### src/design/uer_pkg.sv
`timescale 1ns / 1ps
`default_nettype none
// ----------------------------------------------------------------------------
// uer_pkg
// Shared types, widths and constants of the ultrasonic echo ranger.
// ----------------------------------------------------------------------------
package uer_pkg;

  // Tick counter width and distance fraction bits.
  localparam int unsigned COUNT_WIDTH = 17;
  localparam int unsigned FRAC_BITS   = 4;

  // Register field widths.
  localparam int unsigned SETTLE_W = 16;
  localparam int unsigned TRIG_W   = 10;
  localparam int unsigned RISE_W   = 16;
  localparam int unsigned ECHO_W   = 16;
  localparam int unsigned DIST_W   = 15;

  // Compare width wide enough for the counter and every register field.
  localparam int unsigned CMP_W = (COUNT_WIDTH > 16) ? COUNT_WIDTH : 16;

  localparam logic [COUNT_WIDTH-1:0] CNT_MAX  = {COUNT_WIDTH{1'b1}};
  localparam logic [DIST_W-1:0]      DIST_MAX = {DIST_W{1'b1}};

  // Reset values of the registers.
  localparam logic [SETTLE_W-1:0] SETTLE_RESET = 16'd1000;
  localparam logic [TRIG_W-1:0]   TRIG_RESET   = 10'd10;
  localparam logic [RISE_W-1:0]   RISE_RESET   = 16'd30000;
  localparam logic [ECHO_W-1:0]   ECHO_RESET   = 16'd23200;

  // Divide by the speed of sound constant through an exact reciprocal:
  // M = ceil(2^(N+6) / 58) gives floor(n / 58) for every n below 2^N.
  localparam longint unsigned SoundDivisor = 58;
  localparam int unsigned     NUM_W        = COUNT_WIDTH + FRAC_BITS;
  localparam int unsigned     DIV_SHIFT    = NUM_W + 6;
  localparam int unsigned     RECIP_W      = DIV_SHIFT - 5;
  localparam longint unsigned RECIP =
    ((64'd1 << DIV_SHIFT) + SoundDivisor - 64'd1) / SoundDivisor;
  localparam int unsigned     PROD_W       = NUM_W + RECIP_W;
  localparam int unsigned     Q_W          = PROD_W - DIV_SHIFT;
  localparam int unsigned     QX_W         = (Q_W > DIST_W) ? Q_W : DIST_W;

  // Register contents as seen by the measurement sequencer.
  typedef struct packed {
    logic [SETTLE_W-1:0] settle_ticks;
    logic [TRIG_W-1:0]   trigger_ticks;
    logic [RISE_W-1:0]   rise_timeout_ticks;
    logic [ECHO_W-1:0]   echo_timeout_ticks;
  } cfg_t;

  // Saturating increment of the tick counter.
  function automatic logic [COUNT_WIDTH-1:0] cnt_bump(input logic [COUNT_WIDTH-1:0] c);
    return (c == CNT_MAX) ? CNT_MAX : c + COUNT_WIDTH'(1);
  endfunction

endpackage
`default_nettype wire

### src/design/uer_if.sv
`timescale 1ns / 1ps
`default_nettype none
// ----------------------------------------------------------------------------
// uer_if
// Valid/ready channels of the ranger: one tick in, one tick result out.
// ----------------------------------------------------------------------------
interface uer_in_if;
  logic valid;
  logic ready;
  logic start_req;
  logic echo_level;

  modport source (output valid, output start_req, output echo_level, input ready);
  modport sink   (input valid, input start_req, input echo_level, output ready);
endinterface

interface uer_out_if;
  logic        valid;
  logic        ready;
  logic        trig_level;
  logic        busy_res;
  logic        done_res;
  logic        status;
  logic [14:0] distance_sixteenths;

  modport source (output valid, output trig_level, output busy_res, output done_res,
                  output status, output distance_sixteenths, input ready);
  modport sink   (input valid, input trig_level, input busy_res, input done_res,
                  input status, input distance_sixteenths, output ready);
endinterface
`default_nettype wire

### src/design/uer_cfg.sv
`timescale 1ns / 1ps
`default_nettype none
// ----------------------------------------------------------------------------
// uer_cfg
// APB register file holding the timing settings of the ranger.
// ----------------------------------------------------------------------------
module uer_cfg
  import uer_pkg::*;
(
  input  wire logic        clk_i,
  input  wire logic        rst_ni,
  input  wire logic        psel,
  input  wire logic        penable,
  input  wire logic        pwrite,
  input  wire logic [3:0]  paddr,
  input  wire logic [31:0] pwdata,
  output logic [31:0]      prdata,
  output logic             pready,
  output cfg_t             cfg_o
);

  localparam logic [1:0] REG_SETTLE = 2'd0;
  localparam logic [1:0] REG_TRIG   = 2'd1;
  localparam logic [1:0] REG_RISE   = 2'd2;
  localparam logic [1:0] REG_ECHO   = 2'd3;

  cfg_t       cfg_q;
  logic       wr_en;
  logic [1:0] reg_idx;

  assign pready  = 1'b1;
  assign reg_idx = paddr[3:2];
  assign wr_en   = psel && penable && pwrite;

  always_ff @(posedge clk_i or negedge rst_ni) begin
    if (!rst_ni) begin
      cfg_q.settle_ticks       <= SETTLE_RESET;
      cfg_q.trigger_ticks      <= TRIG_RESET;
      cfg_q.rise_timeout_ticks <= RISE_RESET;
      cfg_q.echo_timeout_ticks <= ECHO_RESET;
    end else if (wr_en) begin
      case (reg_idx)
        REG_SETTLE: cfg_q.settle_ticks       <= pwdata[SETTLE_W-1:0];
        REG_TRIG:   cfg_q.trigger_ticks      <= pwdata[TRIG_W-1:0];
        REG_RISE:   cfg_q.rise_timeout_ticks <= pwdata[RISE_W-1:0];
        REG_ECHO:   cfg_q.echo_timeout_ticks <= pwdata[ECHO_W-1:0];
        default: ;
      endcase
    end
  end

  always_comb begin
    case (reg_idx)
      REG_SETTLE: prdata = 32'(cfg_q.settle_ticks);
      REG_TRIG:   prdata = 32'(cfg_q.trigger_ticks);
      REG_RISE:   prdata = 32'(cfg_q.rise_timeout_ticks);
      REG_ECHO:   prdata = 32'(cfg_q.echo_timeout_ticks);
      default:    prdata = 32'd0;
    endcase
  end

  assign cfg_o = cfg_q;

endmodule
`default_nettype wire

### src/design/uer_dist.sv
`timescale 1ns / 1ps
`default_nettype none
// ----------------------------------------------------------------------------
// uer_dist
// Converts an echo duration in ticks to distance in fixed point centimetres.
// ----------------------------------------------------------------------------
module uer_dist
  import uer_pkg::*;
(
  input  wire logic [COUNT_WIDTH-1:0] ticks_i,
  output logic [DIST_W-1:0]           dist_o
);

  logic [NUM_W-1:0]  num;
  logic [PROD_W-1:0] prod;
  logic [QX_W-1:0]   quot;

  // One multiply by the reciprocal; the shift is pure wiring.
  assign num  = {ticks_i, {FRAC_BITS{1'b0}}};
  assign prod = PROD_W'(num) * PROD_W'(RECIP_W'(RECIP));
  assign quot = QX_W'(prod >> DIV_SHIFT);

  assign dist_o = (quot > QX_W'(DIST_MAX)) ? DIST_MAX : quot[DIST_W-1:0];

endmodule
`default_nettype wire

### src/design/uer_core.sv
`timescale 1ns / 1ps
`default_nettype none
// ----------------------------------------------------------------------------
// uer_core
// Tick register, measurement sequencer and result register of the ranger.
// ----------------------------------------------------------------------------
module uer_core
  import uer_pkg::*;
(
  input  wire logic  clk_i,
  input  wire logic  rst_ni,
  input  wire cfg_t  cfg_i,
  uer_in_if.sink     in_i,
  uer_out_if.source  out_o
);

  localparam logic [2:0] PH_IDLE   = 3'd0;
  localparam logic [2:0] PH_SETTLE = 3'd1;
  localparam logic [2:0] PH_TRIG   = 3'd2;
  localparam logic [2:0] PH_RISE   = 3'd3;
  localparam logic [2:0] PH_HIGH   = 3'd4;

  // Input register.
  logic s1_v_q, s1_start_q, s1_echo_q;
  // Sequencer state.
  logic [2:0]             phase_q, phase_d;
  logic [COUNT_WIDTH-1:0] cnt_q, cnt_d;
  // Result register.
  logic              out_v_q;
  logic              trig_q, trig_d;
  logic              busy_q, busy_d;
  logic              done_q, done_d;
  logic              stat_q, stat_d;
  logic [DIST_W-1:0] dist_q, dist_d;

  logic              out_load, adv, in_ready;
  logic [DIST_W-1:0] dist_calc;

  assign out_load = !out_v_q || out_o.ready;
  assign adv      = s1_v_q && out_load;
  assign in_ready = !s1_v_q || out_load;
  assign in_i.ready = in_ready;

  // Only a high phase ending on a low echo uses the distance, and then the
  // count is the stored one because entering that phase needs echo high.
  uer_dist u_dist (
    .ticks_i (cnt_q),
    .dist_o  (dist_calc)
  );

  always_comb begin
    phase_d = phase_q;
    cnt_d   = cnt_q;
    trig_d  = 1'b0;
    busy_d  = 1'b1;
    done_d  = 1'b0;
    stat_d  = 1'b0;
    dist_d  = '0;

    if (phase_d == PH_IDLE) begin
      if (s1_start_q) begin
        phase_d = PH_SETTLE;
        cnt_d   = '0;
      end else begin
        busy_d = 1'b0;
      end
    end

    if (phase_d == PH_SETTLE) begin
      if (CMP_W'(cnt_d) < CMP_W'(cfg_i.settle_ticks) && cnt_d != CNT_MAX) begin
        cnt_d = cnt_bump(cnt_d);
      end else begin
        phase_d = PH_TRIG;
        cnt_d   = '0;
      end
    end

    if (phase_d == PH_TRIG) begin
      if (CMP_W'(cnt_d) < CMP_W'(cfg_i.trigger_ticks) && cnt_d != CNT_MAX) begin
        trig_d = 1'b1;
        cnt_d  = cnt_bump(cnt_d);
      end else begin
        phase_d = PH_RISE;
        cnt_d   = '0;
      end
    end

    if (phase_d == PH_RISE) begin
      if (s1_echo_q) begin
        phase_d = PH_HIGH;
        cnt_d   = '0;
      end else begin
        cnt_d = cnt_bump(cnt_d);
        if (CMP_W'(cnt_d) > CMP_W'(cfg_i.rise_timeout_ticks) || cnt_d == CNT_MAX) begin
          done_d = 1'b1;
          stat_d = 1'b1;
        end
      end
    end

    if (phase_d == PH_HIGH && !done_d) begin
      if (s1_echo_q) begin
        cnt_d = cnt_bump(cnt_d);
        if (CMP_W'(cnt_d) > CMP_W'(cfg_i.echo_timeout_ticks) || cnt_d == CNT_MAX) begin
          done_d = 1'b1;
          stat_d = 1'b1;
        end
      end else begin
        done_d = 1'b1;
        dist_d = dist_calc;
      end
    end

    if (done_d) begin
      if (stat_d) begin
        dist_d = '0;
      end
      phase_d = PH_IDLE;
      cnt_d   = '0;
      busy_d  = 1'b0;
      trig_d  = 1'b0;
    end
  end

  always_ff @(posedge clk_i or negedge rst_ni) begin
    if (!rst_ni) begin
      s1_v_q  <= 1'b0;
      out_v_q <= 1'b0;
      phase_q <= PH_IDLE;
      cnt_q   <= '0;
    end else begin
      if (in_i.valid && in_ready) begin
        s1_v_q <= 1'b1;
      end else if (adv) begin
        s1_v_q <= 1'b0;
      end
      if (adv) begin
        out_v_q <= 1'b1;
        phase_q <= phase_d;
        cnt_q   <= cnt_d;
      end else if (out_o.ready) begin
        out_v_q <= 1'b0;
      end
    end
  end

  always_ff @(posedge clk_i) begin
    if (in_i.valid && in_ready) begin
      s1_start_q <= in_i.start_req;
      s1_echo_q  <= in_i.echo_level;
    end
    if (adv) begin
      trig_q <= trig_d;
      busy_q <= busy_d;
      done_q <= done_d;
      stat_q <= stat_d;
      dist_q <= dist_d;
    end
  end

  assign out_o.valid               = out_v_q;
  assign out_o.trig_level          = trig_q;
  assign out_o.busy_res            = busy_q;
  assign out_o.done_res            = done_q;
  assign out_o.status              = stat_q;
  assign out_o.distance_sixteenths = dist_q;

  // The counter is always cleared while no measurement runs.
  a_idle_cnt_zero: assert property (@(posedge clk_i) disable iff (!rst_ni)
    phase_q == PH_IDLE |-> cnt_q == '0)
    else $error("tick counter not cleared in idle");

  // A finishing tick never drives trigger nor reports busy.
  a_done_quiet: assert property (@(posedge clk_i) disable iff (!rst_ni)
    out_v_q && done_q |-> !busy_q && !trig_q)
    else $error("done tick drives trigger or busy");

  // Status and distance are only non-zero on a finishing tick.
  a_status_done: assert property (@(posedge clk_i) disable iff (!rst_ni)
    out_v_q && (stat_q || dist_q != '0) |-> done_q && !(stat_q && dist_q != '0))
    else $error("status or distance outside a done tick");

  // An idle tick without start yields an idle result.
  a_idle_result: assert property (@(posedge clk_i) disable iff (!rst_ni)
    adv && phase_q == PH_IDLE && !s1_start_q |=> out_v_q && !busy_q && !done_q)
    else $error("idle tick produced a busy result");

endmodule
`default_nettype wire

### src/design/ultrasonic_echo_ranger_unit.sv
`timescale 1ns / 1ps
`default_nettype none
// ----------------------------------------------------------------------------
// ultrasonic_echo_ranger_unit
// Ultrasonic range measurement controller driven by one transfer per tick.
// ----------------------------------------------------------------------------
// Each transfer on in_i is one 1 us tick carrying the sampled echo level and
// a start request. Every input transfer yields exactly one output transfer on
// out_o with the trigger level for that tick, busy, a done pulse, the status
// (0 ok, 1 timeout) and the distance in 1/16 cm, which is zero on timeout.
// A start request is honoured only while idle; one on the done tick is lost.
// The block holds trigger low for settle_ticks, drives it high for
// trigger_ticks, then waits for echo to rise and times its high duration,
// each wait bounded by its timeout register.
// An input transfer passes through the tick register, then the sequencer
// step, a single reciprocal multiply for the distance and the result register.
// A new tick is taken every cycle while the receiver is not stalling.
// When the receiver stalls, the result register holds its transfer and the
// tick register still takes one more tick; ready falls only when both are
// full. At reset both stages empty, the sequencer goes idle and the registers
// on the APB port take their default values. The user writes configuration
// only while no tick is in flight (not enforced); pready is always high.
// ----------------------------------------------------------------------------
module ultrasonic_echo_ranger_unit
  import uer_pkg::*;
(
  input  wire logic        clk_i,
  input  wire logic        rst_ni,
  uer_in_if.sink           in_i,
  uer_out_if.source        out_o,
  input  wire logic        psel,
  input  wire logic        penable,
  input  wire logic        pwrite,
  input  wire logic [3:0]  paddr,
  input  wire logic [31:0] pwdata,
  output logic [31:0]      prdata,
  output logic             pready
);

  cfg_t cfg;

  // Register file: settle, trigger, rise timeout and echo timeout, in order.
  uer_cfg u_cfg (
    .clk_i   (clk_i),
    .rst_ni  (rst_ni),
    .psel    (psel),
    .penable (penable),
    .pwrite  (pwrite),
    .paddr   (paddr),
    .pwdata  (pwdata),
    .prdata  (prdata),
    .pready  (pready),
    .cfg_o   (cfg)
  );

  // Tick pipeline with the measurement sequencer between its two registers.
  uer_core u_core (
    .clk_i  (clk_i),
    .rst_ni (rst_ni),
    .cfg_i  (cfg),
    .in_i   (in_i),
    .out_o  (out_o)
  );

endmodule
`default_nettype wire

### src/flat_wrapper.sv
// flat-port wrapper written by rule: the top's interface ports become plain ports
module ultrasonic_echo_ranger_unit_flat import uer_pkg::*;
  (clk_i, rst_ni, psel, penable, pwrite, paddr, pwdata, prdata, pready, in_i_valid, in_i_start_req, in_i_echo_level, in_i_ready, out_o_valid, out_o_trig_level, out_o_busy_res, out_o_done_res, out_o_status, out_o_distance_sixteenths, out_o_ready);
  uer_in_if in_i_i ();
  uer_out_if out_o_i ();
  input  wire logic clk_i;
  input  wire logic rst_ni;
  input  wire logic psel;
  input  wire logic penable;
  input  wire logic pwrite;
  input  wire logic [3:0] paddr;
  input  wire logic [31:0] pwdata;
  output logic [31:0] prdata;
  output logic pready;
  input wire logic [$bits(in_i_i.valid)-1:0] in_i_valid;
  input wire logic [$bits(in_i_i.start_req)-1:0] in_i_start_req;
  input wire logic [$bits(in_i_i.echo_level)-1:0] in_i_echo_level;
  output wire logic [$bits(in_i_i.ready)-1:0] in_i_ready;
  output wire logic [$bits(out_o_i.valid)-1:0] out_o_valid;
  output wire logic [$bits(out_o_i.trig_level)-1:0] out_o_trig_level;
  output wire logic [$bits(out_o_i.busy_res)-1:0] out_o_busy_res;
  output wire logic [$bits(out_o_i.done_res)-1:0] out_o_done_res;
  output wire logic [$bits(out_o_i.status)-1:0] out_o_status;
  output wire logic [$bits(out_o_i.distance_sixteenths)-1:0] out_o_distance_sixteenths;
  input wire logic [$bits(out_o_i.ready)-1:0] out_o_ready;
  assign in_i_i.valid = in_i_valid;
  assign in_i_i.start_req = in_i_start_req;
  assign in_i_i.echo_level = in_i_echo_level;
  assign in_i_ready = in_i_i.ready;
  assign out_o_valid = out_o_i.valid;
  assign out_o_trig_level = out_o_i.trig_level;
  assign out_o_busy_res = out_o_i.busy_res;
  assign out_o_done_res = out_o_i.done_res;
  assign out_o_status = out_o_i.status;
  assign out_o_distance_sixteenths = out_o_i.distance_sixteenths;
  assign out_o_i.ready = out_o_ready;
  ultrasonic_echo_ranger_unit u_core (.clk_i(clk_i), .rst_ni(rst_ni), .in_i(in_i_i), .out_o(out_o_i), .psel(psel), .penable(penable), .pwrite(pwrite), .paddr(paddr), .pwdata(pwdata), .prdata(prdata), .pready(pready));
endmodule
### config.mk
export PLATFORM = sky130hd
export DESIGN_NAME = ultrasonic_echo_ranger_unit_flat
export DESIGN_NICKNAME = d
export VERILOG_FILES = /design/src/design/uer_pkg.sv /design/src/design/uer_if.sv /design/src/design/uer_cfg.sv /design/src/design/uer_dist.sv /design/src/design/uer_core.sv /design/src/design/ultrasonic_echo_ranger_unit.sv /design/src/flat_wrapper.sv
export SDC_FILE = /design/constraint.sdc
export NUM_CORES = 1
export LEC_CHECK = 0
export ABC_AREA = 1
export BUFFER_PORTS_ARGS = -buffer_cell sky130_fd_sc_hd__buf_2
export CORE_MARGIN = 4
export CORE_UTILIZATION = 55
export DETAILED_ROUTE_END_ITERATION = 8
export PLACE_DENSITY = 0.74
export SYNTH_ARGS = -nofsm -noshare
export SYNTH_HDL_FRONTEND = slang
export SYNTH_SLANG_ARGS = --single-unit
### constraint.sdc
create_clock -name clk_i -period 12.4 [get_ports clk_i]
set_clock_uncertainty 0.15 [all_clocks]
set_input_delay 1.86 -clock clk_i [delete_from_list [all_inputs] [get_ports clk_i]]
set_output_delay 1.86 -clock clk_i [all_outputs]
set_load 0.05 [all_outputs]
After elaboration in Yosys (flattened, before gate mapping)
Cells that the tools add are included.
{"block": "totals", "romBits": 0, "inputBits": 45, "latch_bits": 0, "reg_bits": 101, "ram_bits": 0, "out_inout_bits": 54, "n_memories": 0, "elab_cells": 109}
{"block": "classes", "multipliers": 1, "n_shift": 0, "addsub": 4, "n_eq_ne": 15, "order_cmp": 5, "n_bitwise": 1, "n_reduce_logical": 23, "n_div": 0, "mux": 45}
{"cell": "$mux W17", "count": 15}
{"cell": "$pmux W32 S4", "count": 1}
{"cell": "$eq A17 B17 Y1 const B", "count": 6}
{"cell": "$mux W15", "count": 5}
{"cell": "$add A17 B1 Y17 const B", "count": 4}
{"cell": "$mul A17 B22 Y39 const B", "count": 1}
{"cell": "$gt A17 B16 Y1", "count": 2}
{"cell": "$ne A17 B17 Y1 const B", "count": 2}
{"cell": "$mux W3", "count": 9}
{"cell": "$lt A17 B10 Y1", "count": 1}
{"cell": "$lt A17 B16 Y1", "count": 1}
{"cell": "$gt A16 B15 Y1 const B", "count": 1}
{"cell": "$mux W1", "count": 15}
{"cell": "$reduce_and A2 Y1", "count": 4}
{"cell": "$logic_and A1 B1 Y1", "count": 7}
{"cell": "$eq A3 B2 Y1 const B", "count": 2}
{"cell": "$eq A2 B2 Y1 const B", "count": 2}
{"cell": "$logic_or A1 B1 Y1", "count": 4}
{"cell": "$reduce_bool A2 Y1", "count": 2}
{"cell": "$eq A3 B1 Y1 const B", "count": 1}
{"cell": "$eq A3 B3 Y1 const B", "count": 1}
{"cell": "$logic_not A1 Y1", "count": 3}
{"cell": "$logic_not A3 Y1", "count": 1}
{"cell": "$eq A2 B1 Y1 const B", "count": 1}
{"cell": "other kinds (3)", "count": 3}

Depth between registers and ports, before layout
Gate-level depths: netlist (run 1).
{"block": "logic_depth", "word_depth": 23, "ltp_mapped": 67, "ltp_nobuf": 62}

By module
A second synthesis (run 1) with hierarchy kept.
{"block": "hier_totals", "hier_cells": 2285, "area_unflattened_um2": 16383.2}
{"mod": "uer_dist", "n_inst": 1, "cells_per_inst": 968, "seq_area_each_um2": 0.0, "area_each_um2": 7439.6}
{"mod": "uer_core", "n_inst": 1, "cells_per_inst": 955, "seq_area_each_um2": 1181.1, "area_each_um2": 6027.0}
{"mod": "uer_cfg", "n_inst": 1, "cells_per_inst": 362, "seq_area_each_um2": 1477.7, "area_each_um2": 2916.5}

Worst setup path before layout (run 1)
OpenSTA, ideal clock, no wires.
{"block": "synth_timing", "path_type": "flip-flop to flip-flop", "from": "register u_core.u_core.phase_q[1]", "to": "register u_core.u_core.phase_q[0]", "synth_period_minus_slack_ns": 7.459, "required_ns": 12.176, "path_stages_with_launch": 67, "path_slack_ns": 4.941, "setup_ns": 0.074, "n_path_buf": 6, "arrival_time_ns": 7.235, "path_cell_list": "dfrtp_1 > nor2_4 > nand3_2 > buf_12 > buf_12 > nand2_1 > inv_1 > ha_1 > nand2_1 > inv_1 > o21ai_0 > nand3b_1 > nor2_1 > nand3_1 > nand2_2 > buf_2 > nand2_1 > inv_1 > (+31 left out) > a21oi_1 > o21bai_1 > a21oi_1 > nor2_1 > nor2_1 > o21ai_0 > nand2_1 > inv_1 > nor2_1 > o21ai_0 > a21oi_1 > a31oi_1 > nor2_1 > nand2_2 > nand2_4 > nand3_2 > buf_6 > o21ai_2"}
{"block": "synth_between", "elab_chain_len": 22, "elab_cells_between_ends": 53, "classes_between": "add/sub (4); order compare (4); eq/ne (12); mux (26); reduce/logical (7)"}
{"element": "from (decl)", "line": "uer_core.sv:26", "source": "logic [2:0] phase_q, phase_d;"}
{"element": "from (signal assigned)", "line": "uer_core.sv:139", "source": "phase_q <= phase_d;"}
{"element": "$logic_not A3 Y1", "line": "uer_core.sv:60", "source": "if (phase_d == PH_IDLE) begin"}
{"element": "$mux W17", "line": "uer_core.sv:60"}
{"element": "$add A17 B1 Y17, or another cell as far along", "line": "uer_pkg.sv:54", "source": "return (c == CNT_MAX) ? CNT_MAX : c + COUNT_WIDTH'(1);"}
{"element": "$mux W17 or $logic_and A1 B1 Y1 (tied branches)", "line": "uer_pkg.sv:54, uer_core.sv:70"}
{"element": "$mux W17", "line": "uer_core.sv:70", "source": "if (CMP_W'(cnt_d) < CMP_W'(cfg_i.settle_ticks) && cnt_d != CNT_MAX) begin"}
{"element": "$mux W17", "line": "uer_core.sv:69", "source": "if (phase_d == PH_SETTLE) begin"}
{"element": "$add A17 B1 Y17, or another cell as far along", "line": "uer_pkg.sv:54"}
{"element": "$mux W17 or $logic_and A1 B1 Y1 (tied branches)", "line": "uer_pkg.sv:54, uer_core.sv:79"}
{"element": "(+6 left out)"}
{"element": "$add A17 B1 Y17 or $eq A17 B17 Y1 (tied branches)", "line": "uer_pkg.sv:54"}
{"element": "$mux W17", "line": "uer_pkg.sv:54"}
{"element": "$gt A17 B16 Y1 or $eq A17 B17 Y1 (tied branches)", "line": "uer_core.sv:104", "source": "if (CMP_W'(cnt_d) > CMP_W'(cfg_i.echo_timeout_ticks) || cnt_d == CNT_MAX) begin"}
{"element": "$logic_or A1 B1 Y1", "line": "uer_core.sv:104"}
{"element": "$mux W1", "line": "uer_core.sv:104"}
{"element": "$mux W1", "line": "uer_core.sv:102", "source": "if (s1_echo_q) begin"}
{"element": "$mux W1", "line": "uer_core.sv:101", "source": "if (phase_d == PH_HIGH && !done_d) begin"}
{"element": "$mux W3 *", "line": "uer_core.sv:114", "source": "if (done_d) begin"}
Every way passes the cells marked *; elsewhere a longest branch is shown, timed or not.
A chain may end at the register's enable or synchronous reset.

Worst setup path after layout (run 1)
{"block": "layout_timing", "from": "register u_core.u_core.phase_q[1]", "to": "register u_core.u_core.cnt_q[0]"}
{"block": "layout_between", "elab_chain_len": 22, "elab_cells_between_ends": 55, "classes_between": "add/sub (4); order compare (4); eq/ne (12); mux (28); reduce/logical (7)"}
{"element": "$logic_not A3 Y1", "line": "uer_core.sv:60"}
{"element": "$mux W17", "line": "uer_core.sv:60"}
{"element": "$add A17 B1 Y17, or another cell as far along", "line": "uer_pkg.sv:54"}
{"element": "$mux W17 or $logic_and A1 B1 Y1 (tied branches)", "line": "uer_pkg.sv:54, uer_core.sv:70"}
{"element": "$mux W17", "line": "uer_core.sv:70"}
{"element": "$mux W17", "line": "uer_core.sv:69"}
{"element": "$add A17 B1 Y17, or another cell as far along", "line": "uer_pkg.sv:54"}
{"element": "$mux W17 or $logic_and A1 B1 Y1 (tied branches)", "line": "uer_pkg.sv:54, uer_core.sv:79"}
{"element": "(+6 left out)"}
{"element": "$add A17 B1 Y17 or $eq A17 B17 Y1 (tied branches)", "line": "uer_pkg.sv:54"}
{"element": "$mux W17", "line": "uer_pkg.sv:54"}
{"element": "$gt A17 B16 Y1 or $eq A17 B17 Y1 (tied branches)", "line": "uer_core.sv:104"}
{"element": "$logic_or A1 B1 Y1", "line": "uer_core.sv:104"}
{"element": "$mux W1", "line": "uer_core.sv:104"}
{"element": "$mux W1", "line": "uer_core.sv:102"}
{"element": "$mux W1", "line": "uer_core.sv:101"}
{"element": "$mux W17 *", "line": "uer_core.sv:114"}
{"element": "to (signal assigned)", "line": "uer_core.sv:140", "source": "cnt_q <= cnt_d;"}
{"element": "to (decl)", "line": "uer_core.sv:27", "source": "logic [COUNT_WIDTH-1:0] cnt_q, cnt_d;"}
Marked as above.

==> qor.yml, run 1 <==
yosys_warnings: 0
cts_htree_levels: 3
power_density_mw_per_mm2: 224
dr_wl_met2_mm: 17.4
yosysUniqueCellTypes: 52
drt_iter0_markers: 954
numCtsBuffers: 9
grt_use_total_pct: 27.1
initial_core_util_pct: 56.1
cpPeakStageDelay_ns: 0.51
pwr-share-seq_pct: 15.0
fmax_ghz: 0.0993
top_layer_used: "met4"
cts_tree: "done"
internal_power_mw: 1.56
ys.flop_type: "dfrtp_1"
reg2reg_from: "u_core.u_core.phase_q[1]"
fin_crit_ns: 10.07
first_global_vias: 11767
vdd_ir_drop_max_uv: 336
r2r_end: "u_core.u_core.cnt_q[0]"
grt_first_pass_wirelength_mm: 62.2
min_path_type: "flop to flop"
cpMaxStageDelayCell: "nor2_4"
syn_area_sq_mm: 0.0146
switching_share_pct: 54.6
m1WireLength_mm: 17.8
core_sq_mm: 0.0261
cp.required_ns: 12.52
finalNonFillerCells: 2222
ff2ff_path_depth: 54
drt-pass1-iter-count: 6
worst_pin_slew_ns: 1.17
syn_avg_cell_area_sq_um: 7.93
whs_ns: 0.337
die_w_microns: 171
grt_antenna_before_repair: 0
layout_commonest_cell: "nand2_1"
p_comb_share_pct: 76.7
dpl.hpwl_mm: 32.5
setup_viol: 0
cts_buffer_depth: 2
numPortBuffers: 63
hold_buffers: 0
postCtsSetupRepairBufs: 0
hold_start: "u_core.u_cfg.cfg_o[57]"
p_leak_nw: 8.80
ios: 99
p_clk_share_pct: 8.3
ant_nets: 0
wl_met3_mm: 2.97
cts_sinks: 101
finalNetCount: 2272
yosys_register_bits: 101
p_switching_mw: 1.87
synthCells: 1842
die-area_sq_mm: 0.0292
max_slew_margin_pct: 21.1
rsz0062_at_grt: "false"
diodes: 0
place_inst: 2206
area_growth_pct: 5.07
worstSetupEndpointType: "flop"
ys_seq_area_share_pct: 18.2
fin_crit_sh_pct: 81.2
worst_hold_path.num_cells: 2
die_y_microns: 171
cts_resized: 0
setup.worst_path.class: "flop to flop"
wire_per_inst_microns: 17.5
gp_congestion: 0.986
finalWirelength_mm: 38.9
power.total_mw: 3.43
cp_common_cell: "nand2_1"
drive_gt1_share_pct: 11.7
synth_edf_count: 21
crit_arrival_ns: 10.20
rows: 59
grt_overflow: 0
drcViolationCount: 0
final_cell_mix: "nand2_1 (392), inv_1 (362), ha_1 (212)"
synthArstFlopShare_pct: 79.2
path_clk_slew_ns: 0.08
setup_tns_ns: 0
worstPathMaxFanout: 25
ff2ff_setup_slack_ns: 2.33
drv_slew: 0
outcome: "finished, final reports clean"
num_vias: 12216
worstSkewPairLatency_ns: 0.37
post-route-util_pct: 58.9
worst_setup_path_start_kind: "flop"
cap_viol_max_count: 0
final_hold_viol_count: 0
worstHoldEndpoint: "u_core.u_cfg.cfg_o[57]"
cts_root_buf: "clkbuf_16"
drt-vias-per-instance: 5.50
grt_max_degree: 67
critical path: cells and delay by family (launching register included):
family	cells	cell delay [ns]
and+or+nand+nor	29	5.63
AOI/OAI and AO/OA	16	2.18
adders and majority gates	4	1.03
buffers and inverters	5	0.50
DFF	1	0.45
state kept, by name, summed over array words and instances, names as in the netlist:
| register | flops |
|---|---|
| u_core.u_cfg.cfg_o | 58 |
| u_core.u_core.cnt_q | 17 |
| u_core.u_core.out_o.busy_res | 1 |
| u_core.u_core.out_o.distance_sixteenths | 15 |
| u_core.u_core.out_o.done_res | 1 |
| u_core.u_core.out_o.status | 1 |
| u_core.u_core.out_o.trig_level | 1 |
| u_core.u_core.out_o.valid | 1 |
| u_core.u_core.phase_q | 3 |
| u_core.u_core.s1_echo_q | 1 |
| u_core.u_core.s1_start_q | 1 |
| u_core.u_core.s1_v_q | 1 |
power by group through the flow:
stage          combinational, mW  sequential (mW)  clock [mW]
2_1_floorplan               2.01            0.520           0
3_3_place_gp                2.54            0.516           0
3_5_place_dp                2.64            0.519           0
4_1_cts                     2.66            0.513       0.288
5_1_grt                     3.07            0.526       0.302
6_report                    2.63            0.514       0.287
through the flow:
stage	area [sq um]	setup slack (ns)
2_1_floorplan	14700	4.94
3_3_place_gp	15100	2.79
3_5_place_dp	15100	2.52
4_1_cts	15300	2.46
5_1_grt	15300	1.60
6_report	15300	2.33
metal layers:
metal / vias up / GRT usage (%)
met1: 5848 / 39.5
met5: - / 0
met4: 0 / 6.13
met3: 43 / 3.88
li1: 5881 / -
met2: 444 / 43.1
cell usage after synthesis (27+ instances only):
library cell	number	area, sq um
inv_1	362	1360
a21oi_1	70	350
nand3_1	65	325
nand2_1	392	1470
fa_1	133	2660
nor2_1	112	420
nand4_1	27	169
nand2_2	30	188
ha_1	212	2650
o21ai_0	105	526
dfrtp_1	59	1480
worst max-delay path by stage:
| stage | startpoint | endpoint | slack, ns |
|---|---|---|---|
| after floorplan | u_core.u_core.phase_q[1] | u_core.u_core.phase_q[0] | 4.94 |
| after global placement | u_core.u_core.phase_q[1] | u_core.u_core.cnt_q[0] | 2.79 |
| after detailed placement | u_core.u_core.phase_q[1] | u_core.u_core.phase_q[1] | 2.52 |
| after CTS | u_core.u_core.phase_q[1] | u_core.u_core.cnt_q[0] | 2.46 |
| after global routing | u_core.u_core.phase_q[1] | u_core.u_core.phase_q[1] | 1.60 |
| final | u_core.u_core.phase_q[1] | u_core.u_core.cnt_q[0] | 2.33 |
area by class of cell:
class	instances	area [sq um]
fillers	2420	10700
multi-input cells	1331	10200
flip-flops and latches	101	2660
inverters	374	1410
well taps	335	419
repair buffers	65	333
clock buffers	10	229
clock inverters	6	52.6
kinds of logic (layout without fill, tap and decap cells):
family	count (synthesis)	after routing	share of synthesized area (%)
adder cells (fa/ha/maj)	345	345	36.4
other	2	17	0.0514
buffers and inverters	425	455	12.0
XOR/XNOR	30	30	1.80
AO/OA/AOI/OAI	233	233	8.99
flip-flops	101	101	18.2
AND/OR/NAND/NOR	706	706	22.6
Note: power is estimated with default switching activity, not from simulation.
==> inputs of run 2 (changes only) <==
==> constraint.sdc (replaced) <==
create_clock -name clk_i -period 10.5 [get_ports clk_i]
set_clock_uncertainty 0.15 [all_clocks]
set_input_delay 1.575 -clock clk_i [delete_from_list [all_inputs] [get_ports clk_i]]
set_output_delay 1.575 -clock clk_i [all_outputs]
set_load 0.05 [all_outputs]
==> run 2 against run 1 <==
Sequential share of layout area decreased by 0.056 points. Utilization increased by 0.19 points. Sequential cell count unchanged. Design area increased by 0.33%. Wire length increased by 1.0%. Critical path depth increased by 5. Non-clock buffer count increased by 1. Fmax increased by 4.3%. Critical endpoint is now u_core.u_core.phase_q[1]. Largest power group unchanged.
==> qor.yml, run 2 (synthesized netlist as in run 1, its figures left out) <==
finalNonFillerCells: 2223  # was 2222
p_switching_mw: 2.22  # was 1.87 mW
pwr-share-seq_pct: 14.8  # was 15.0%
drv_slew: 0  # unchanged
numCtsBuffers: 9  # unchanged
multi_input_area_sq_mm: 0.0103  # was 0.0102 sq mm
setup_viol: 0  # unchanged
fin_crit_sh_pct: 92.0  # was 81.2%
worst_setup_path_start_kind: "flop"  # unchanged
dpl.hpwl_mm: 32.8  # was 32.5 mm
ios: 99  # unchanged
wire_per_inst_microns: 17.7  # was 17.5 microns
p_clk_share_pct: 9.1  # was 8.3%
seqCellArea_sq_mm: 0.00266  # unchanged
grt_overflow: 0  # unchanged
cts_buffer_depth: 2  # unchanged
cp.required_ns: 10.63  # was 12.52 ns
internal_power_mw: 1.88  # was 1.56 mW
die_w_microns: 171  # unchanged
critPathTopFamily: "simple AND/OR/NAND/NOR gates"  # unchanged
largest_reg_flops: 58  # unchanged
hold_buffers: 0  # unchanged
grt_max_degree: 81  # was 67
die-area_sq_mm: 0.0292  # unchanged
max_slew_margin_pct: 17.9  # was 21.1%
numPortBuffers: 63  # unchanged
cts_sinks: 101  # unchanged
worstPathMaxFanout: 25  # unchanged
cap_viol_max_count: 0  # unchanged
layout_commonest_cell: "nand2_1"  # unchanged
area_growth_pct: 5.41  # was 5.07%
postCtsSetupRepairBufs: 0  # unchanged
rsz0062_at_grt: "false"  # unchanged
cts_root_buf: "clkbuf_16"  # unchanged
setup_tns_ns: 0  # unchanged
final_hold_viol_count: 0  # unchanged
cpPeakStageDelay_ns: 0.44  # was 0.51 ns
crit_arrival_ns: 9.79  # was 10.20 ns
die_y_microns: 171  # unchanged
worstPathBufferInverterCount: 6  # was 5
cp_common_cell: "nand2_1"  # unchanged
grt_antenna_before_repair: 0  # unchanged
power.total_mw: 4.10  # was 3.43 mW
p_comb_share_pct: 76.1  # was 76.7%
place_inst: 2207  # was 2206
core_sq_mm: 0.0261  # unchanged
final_cell_mix: "nand2_1 (392), inv_1 (362), ha_1 (212)"  # unchanged
grt_first_pass_wirelength_mm: 62.6  # was 62.2 mm
drt-vias-per-instance: 5.53  # was 5.50
num_vias: 12298  # was 12216
path_clk_slew_ns: 0.08  # about the same
drt-pass1-iter-count: 5  # was 6
rows: 59  # unchanged
first_global_vias: 11776  # was 11767
drive_gt1_share_pct: 11.8  # was 11.7%
cpMaxStageDelayCell: "dfrtp_1"  # was nor2_4
vdd_ir_drop_max_uv: 406  # was 336 uV
drcViolationCount: 0  # unchanged
worstSetupEndpointType: "flop"  # unchanged
cts_htree_levels: 3  # unchanged
p_leak_nw: 8.83  # was 8.80 nW
finalNetCount: 2273  # was 2272
switching_share_pct: 54.2  # was 54.6%
gp_congestion: 0.971  # was 0.986
fmax_ghz: 0.104  # was 0.0993 GHz
min_path_type: "flop to flop"  # unchanged
outcome: "finished, final reports clean"  # unchanged
worst_pin_slew_ns: 1.22  # was 1.17 ns
ant_nets: 0  # unchanged
finalWirelength_mm: 39.3  # was 38.9 mm
drt_iter0_markers: 932  # was 954
diodes: 0  # unchanged
power_density_mw_per_mm2: 266  # was 224 mW/mm^2
grt_use_total_pct: 27.3  # was 27.1%
setup.worst_path.class: "flop to flop"  # unchanged
fill_cells: 2351  # was 2420
initial_core_util_pct: 56.1  # unchanged
worstSkewPairLatency_ns: 0.36  # was 0.37 ns
fin_crit_ns: 9.66  # was 10.07 ns
cts_tree: "done"  # unchanged
## run 2: path summary, 6_finish.rpt
path	from	end	slack, ns	depth (start not counted)
setup / recovery	u_core.u_core.phase_q[1]	u_core.u_core.phase_q[1]	0.84	59
hold / removal	u_core.u_cfg.cfg_o[54]	u_core.u_cfg.cfg_o[54]	0.34	2
setup reg to reg	u_core.u_core.phase_q[1]	u_core.u_core.phase_q[1]	0.84	59
hold reg to reg	u_core.u_cfg.cfg_o[54]	u_core.u_cfg.cfg_o[54]	0.34	2
max in group asynchronous	rst_ni	u_core.u_core.cnt_q[2]	8.25	1
min in group asynchronous	rst_ni	u_core.u_cfg.cfg_o[43]	1.21	1
## run 2: worst register-to-register path, delay by kind of cell (launching register included)
kind                     cells  cell delay (ns)
AO/OA/AOI/OAI               15             2.10
adder cells (fa/ha/maj)      5             1.26
buffers and inverters        6             0.46
flip-flops                   1             0.44
AND/OR/NAND/NOR             33             5.19
## run 2: metal layers
layer | track usage, % | part of all wire [%] | vias to the layer above
met2 | 43.9 | 46 | 455
met1 | 40.7 | 46 | 5906
met3 | 2.66 | 7.0 | 45
li1 | - | - | 5892
met4 | 5.37 | 1.7 | 0
met5 | 0 | 0 | -
## run 2: area by class of cell
| type | count | area share, % |
|---|---|---|
| clock buffer | 10 | 1.55 |
| timing repair buffer | 66 | 2.21 |
| clock inverter | 6 | 0.504 |
| tap | 335 | 2.72 |
| multi-input combinational | 1331 | 66.6 |
| sequential | 101 | 17.3 |
| inverter | 374 | 9.13 |
## run 2: power by group through the flow
stage,combinational (mW),clock (mW),sequential [mW]
global route,3.62,0.395,0.621
floorplan,2.37,0,0.614
global placement,3.01,0,0.611
CTS,3.14,0.377,0.606
detailed placement,3.13,0,0.613
finish,3.12,0.374,0.606
## run 2: timing repair
action | in CTS | in global routing
setup endpoints to repair | 0 | 19
gates resized for setup | 0 | 1
endpoints found under the hold margin | 0 | 0
## run 2: metrics by stage
stage               hold WS, ns  setup slack, ns  utilization, %  instance area [sq um]
floorplan                 0.303             3.04               -                  14700
global placement          0.315             1.12            57.8                  15100
detailed placement        0.325            0.855            57.8                  15100
CTS                       0.343            0.741            59.1                  15400
global route              0.357            0.138            59.1                  15400
finish                    0.339            0.838            59.1                  15400
